### src/rtl/cab_pkg.sv
`timescale 1ns / 1ps
`default_nettype none
// ----------------------------------------------------------------------------
// cab_pkg
// Shared types, constants and helpers for the cell area datapath.
// ----------------------------------------------------------------------------
package cab_pkg;

	localparam int LenW   = 16;
	localparam int ValW   = 24;
	localparam int DenW   = ValW + 1;
	localparam int FracW  = 17;
	localparam int QuotW  = 16;
	localparam int AreaW  = 32;
	localparam int DivStages = QuotW;
	localparam logic [FracW-1:0] FracOne = 17'h10000;

	localparam logic [1:0] KIND_ONE   = 2'd0;
	localparam logic [1:0] KIND_THREE = 2'd1;
	localparam logic [1:0] KIND_TWO   = 2'd2;
	localparam logic [1:0] KIND_NONE  = 2'd3;

	typedef enum logic [2:0] {
		OP_NONE,
		OP_TRI,
		OP_TRI_SUB,
		OP_TRAP,
		OP_DIAG
	} op_t;

	// Per-edge setup ahead of the divider.
	typedef struct packed {
		logic [ValW-1:0] num;
		logic [DenW-1:0] den;
		logic            fixed;     // fraction settled without division
		logic            fixed_one; // settled value is one (else zero)
	} edge_t;

	// Item data that rides beside the dividers.
	typedef struct packed {
		logic [LenW-1:0] width;
		logic [LenW-1:0] height;
		logic [1:0]      kind;
		logic [3:0]      pos;       // corner value above zero
		logic [3:0]      fixed;
		logic [3:0]      fixed_one;
	} pay_t;

	function automatic edge_t edge_setup(input logic signed [ValW-1:0] fa,
	                                     input logic signed [ValW-1:0] fb);
		edge_t                  e;
		logic signed [DenW-1:0] d;
		logic                   fa_pos;
		logic                   d_pos;
		logic [DenW-1:0]        an;
		logic [DenW-1:0]        ad;
		d      = DenW'(fa) - DenW'(fb);
		fa_pos = !fa[ValW-1] && (fa != '0);
		d_pos  = !d[DenW-1] && (d != '0);
		an     = fa[ValW-1] ? DenW'(-DenW'(fa)) : DenW'(fa);
		ad     = d[DenW-1] ? DenW'(-d) : DenW'(d);
		e.num       = an[ValW-1:0];
		e.den       = ad;
		e.fixed     = 1'b1;
		e.fixed_one = 1'b0;
		if (d == '0) begin
			e.fixed_one = fa_pos;
		end else if (fa == '0 || fa_pos != d_pos) begin
			e.fixed_one = 1'b0;
		end else if (an >= ad) begin
			e.fixed_one = 1'b1;
		end else begin
			e.fixed = 1'b0;
		end
		return e;
	endfunction

endpackage
`default_nettype wire

### src/rtl/cab_div.sv
`timescale 1ns / 1ps
`default_nettype none
// ----------------------------------------------------------------------------
// cab_div
// Pipelined restoring divider, one quotient bit per stage: num * 2^16 / den.
// ----------------------------------------------------------------------------
module cab_div
	import cab_pkg::*;
(
	input  wire logic             clk,
	input  wire logic             en,
	input  wire logic [ValW-1:0]  num,
	input  wire logic [DenW-1:0]  den,
	output logic      [QuotW-1:0] quot
);

	logic [DenW-1:0]  rem_s  [0:DivStages];
	logic [DenW-1:0]  den_s  [0:DivStages];
	logic [QuotW-1:0] quot_s [0:DivStages];

	assign rem_s[0]  = DenW'(num);
	assign den_s[0]  = den;
	assign quot_s[0] = '0;

	for (genvar i = 0; i < DivStages; i++) begin : g_stage
		logic [DenW:0] shifted;
		logic          take;
		assign shifted = {rem_s[i], 1'b0};
		assign take    = shifted >= {1'b0, den_s[i]};

		// advance one quotient bit
		always_ff @(posedge clk) begin
			if (en) begin
				rem_s[i+1]  <= take ? DenW'(shifted - {1'b0, den_s[i]}) : DenW'(shifted);
				den_s[i+1]  <= den_s[i];
				quot_s[i+1] <= {quot_s[i][QuotW-2:0], take};
			end
		end
	end

	assign quot = quot_s[DivStages];

endmodule
`default_nettype wire

### config.mk
export PLATFORM = sky130hd
export DESIGN_NAME = cab_div
export DESIGN_NICKNAME = d
export VERILOG_FILES = /design/src/rtl/cab_pkg.sv /design/src/rtl/cab_div.sv
export SDC_FILE = /design/constraint.sdc
export NUM_CORES = 2
export LEC_CHECK = 0
export BUFFER_PORTS_ARGS = -buffer_cell sky130_fd_sc_hd__buf_4
export CORE_MARGIN = 4
export CORE_UTILIZATION = 69
export DETAILED_ROUTE_END_ITERATION = 8
export PLACE_DENSITY_LB_ADDON = 0.3
export SLEW_MARGIN = 20
export SYNTH_ARGS = -nofsm -noshare
export SYNTH_HDL_FRONTEND = slang
export SYNTH_SLANG_ARGS = --single-unit
### constraint.sdc
create_clock -name clk -period 8.93 [get_ports clk]
set_clock_uncertainty 0.05 [all_clocks]
set_input_delay 1.786 -clock clk [delete_from_list [all_inputs] [get_ports clk]]
set_output_delay 1.786 -clock clk [all_outputs]
set_load 0.01 [all_outputs]
==> run metrics <==
status complete, no violations; max-slew violations 0; die area 78500 sq um; buffer and inverter count on the worst path 2; GPL Wtd Cong 0.935; layout cells sized above 1 10.1%; H-tree Lvls 3; CP max stage delay 740 ps; # Max-Cap Violations 0; final worst slack 4160 ps; NumNets Final 5051; total global-route track usage 27.8%; Clk pin slew, worst setup/hold paths 60 ps; initial antenna violation count 0; first-pass iteration count of the detailed router 8; final setup vio count 0; area leader, netlist edfxtp_1; core area 73200 sq um; Worst-Margin Slew 1080 ps; final instance area 55700 sq um; number of global-route vias before repair 35700; synth unique cells 89; Post-Synthesis Cells 4498; number of synthesized flops with an enable pin 886; Antenna Violating Nets Remaining 0; Final Non-Filler Cells 5619; latest clock arrival within the worst-skew pair 650 ps; CP Data Arrival Time 5100 ps; Post-Synthesis Cell Area 51100 sq um; CP endpoint kind register; final wirelength 110000 um; CP max-delay cell o21ai_4; critical path class input port to register; syn avg cell area 11.4 sq um; top-area cell type share of the netlist area 52.1%; port bufs 66; Antenna diodes 0; cell with the most instances after synthesis edfxtp_1; Slew headroom 27.3%; Commonest cells post-synth edfxtp_1, inv_1, ha_1, a21oi_1, nand2_1; first-pass GRT wire length 176000 um; period utilisation layout 53.4%; data required time of the critical path 9270 ps; f_max 210 MHz; post-layout util 76.2%; CTS resizes 0; Die Wd 280 um; CTS Sinks 886; placed cell areas 52600 sq um; Tightest Hold Check Type register to register; largest net degree at the start of global routing 175; register area share after synthesis 52.1%; Cell Count Post-Placement 5450; Iter 0 DRT Violations 2511; YS warnings 0; Top FF cell, synth edfxtp_1; number of hold violations in the final report 0; Via-to-Cell Ratio 6.20; fill count 4695; Static Leak 0.0231 uW; Worst VDD drop 190 uV; Wirelength per Cell 19.6 um; synthesized net count 4963; IO Pins 67; fraction of registers with async set/reset 0%; DRC 0; setup_tns 0 ps; CTS root buf clkbuf_16; Synth area leaders edfxtp_1, ha_1, mux2_2, inv_1, a21oi_1; pre-CTS setup slack 3530 ps; CP Launch Type input port; crit-path leading delay family compound AO/OA/AOI/OAI gates; global route overflow 0; postcts setup bufs 0; RSZ-0062 raised after global routing no; Synth-to-Final Area Change 9.07%; Initial Util 69.8%; Die Y 280 um; CTS tree built; pwr dens 357 nW/um^2; Worst Path Max Fanout 26; worst path cell trace buf_4 -> inv_1 -> ha_1 -> nor2b_1 -> o2111a_1 -> nor3_1 -> o31ai_1 -> a31oi_1 -> o31ai_2 -> a221oi_1 -> o21ai_4 -> mux2_2; via count 34800; hold buffer count at CTS 0; clock buffer depth 3; std cell rows 99; detailed-placement wirelength estimate 81400 um; Inserted Clock Buffers 92; flip-flop and latch count after synthesis 886; min cycle time layout 4770 ps
==> sequential cells by signal, summed over array words and instances (netlist names) <==
| signal | count |
|---|---|
| den_s | 375 |
| g_stage.shifted | 375 |
| quot | 16 |
| quot_s | 120 |
==> area by class of cell <==
cell class | instances | area, sq um | share of cell area, %
Inverter | 489 | 1840 | 3.29
Clock inverter | 56 | 691 | 1.24
Tap cell | 959 | 1200 | 2.15
Clock buffer | 112 | 2400 | 4.30
Sequential cell | 886 | 26600 | 47.7
Timing Repair Buffer | 95 | 766 | 1.37
Multi-Input combinational cell | 3022 | 22300 | 39.9
==> worst paths after layout <==
path | from | end | slack (ps) | cells past startpoint
hold / removal | quot_s[103] | quot_s[88] | 360 | 0
setup / recovery | den[1] | g_stage[1].shifted[7] | 4160 | 12
setup reg to reg | den_s[300] | g_stage[5].shifted[4] | 4540 | 10
hold reg to reg | quot_s[103] | quot_s[88] | 360 | 0
==> metrics by stage <==
stage	power [uW]	hold slack, ps
finish	19900	360
global route	21100	354
CTS	19800	355
detailed placement	15800	355
global placement	15400	350
floorplan	13600	350
==> cell usage in the layout (no fill, tap or decap), types with 16 or more instances in the layout <==
| master | count |
|---|---|
| mux2_2 | 195 |
| o31ai_1 | 24 |
| nand3_1 | 62 |
| edfxtp_1 | 886 |
| and2_1 | 26 |
| nor2b_1 | 54 |
| clkinv_2 | 17 |
| nor3_1 | 63 |
| and3_1 | 43 |
| o211ai_1 | 18 |
| o31a_1 | 18 |
| o21a_1 | 65 |
| a21boi_0 | 16 |
| a211oi_1 | 22 |
| a21oi_1 | 341 |
| xor2_1 | 127 |
| o21bai_1 | 37 |
| buf_4 | 91 |
| nand2b_1 | 43 |
| clkinv_1 | 16 |
| clkbuf_16 | 93 |
| a31oi_1 | 49 |
| a21o_1 | 169 |
| nor4_1 | 16 |
| or2_2 | 17 |
| xnor2_1 | 184 |
| nand4_1 | 53 |
| nand2_1 | 275 |
| ha_1 | 399 |
| o21ai_0 | 262 |
| inv_1 | 489 |
| clkbuf_1 | 19 |
| nor2_1 | 233 |
==> report_power, final <==
| part | internal (uW) | switching [uW] |
|---|---|---|
| Combinational | 4060 | 5130 |
| Clock | 2330 | 1610 |
| Sequential | 6190 | 574 |
| Total | 12600 | 7310 |
==> layer usage <==
metal / vias up / GRT usage [%] / wire length [um]
met5: - / 0 / 0
met1: 16700 / 28.1 / 38800
met4: 0 / 15.6 / 6560
met2: 1041 / 54.4 / 60100
met3: 355 / 4.07 / 4750
li1: 16700 / - / -
==> kinds of logic (layout without fill, tap and decap cells) <==
kind of cell / Yosys count / count (layout) / synth area share [%]
and+or+nand+nor: 943 / 943 / 8.93
adders and majority gates: 414 / 414 / 10.4
buffers and inverters: 590 / 752 / 4.52
AOI/OAI and AO/OA: 1147 / 1147 / 14.3
DFF: 886 / 886 / 52.1
xor gates and xnor gates: 311 / 311 / 5.33
muxes: 207 / 207 / 4.54
(Power assumes the default switching activity.)
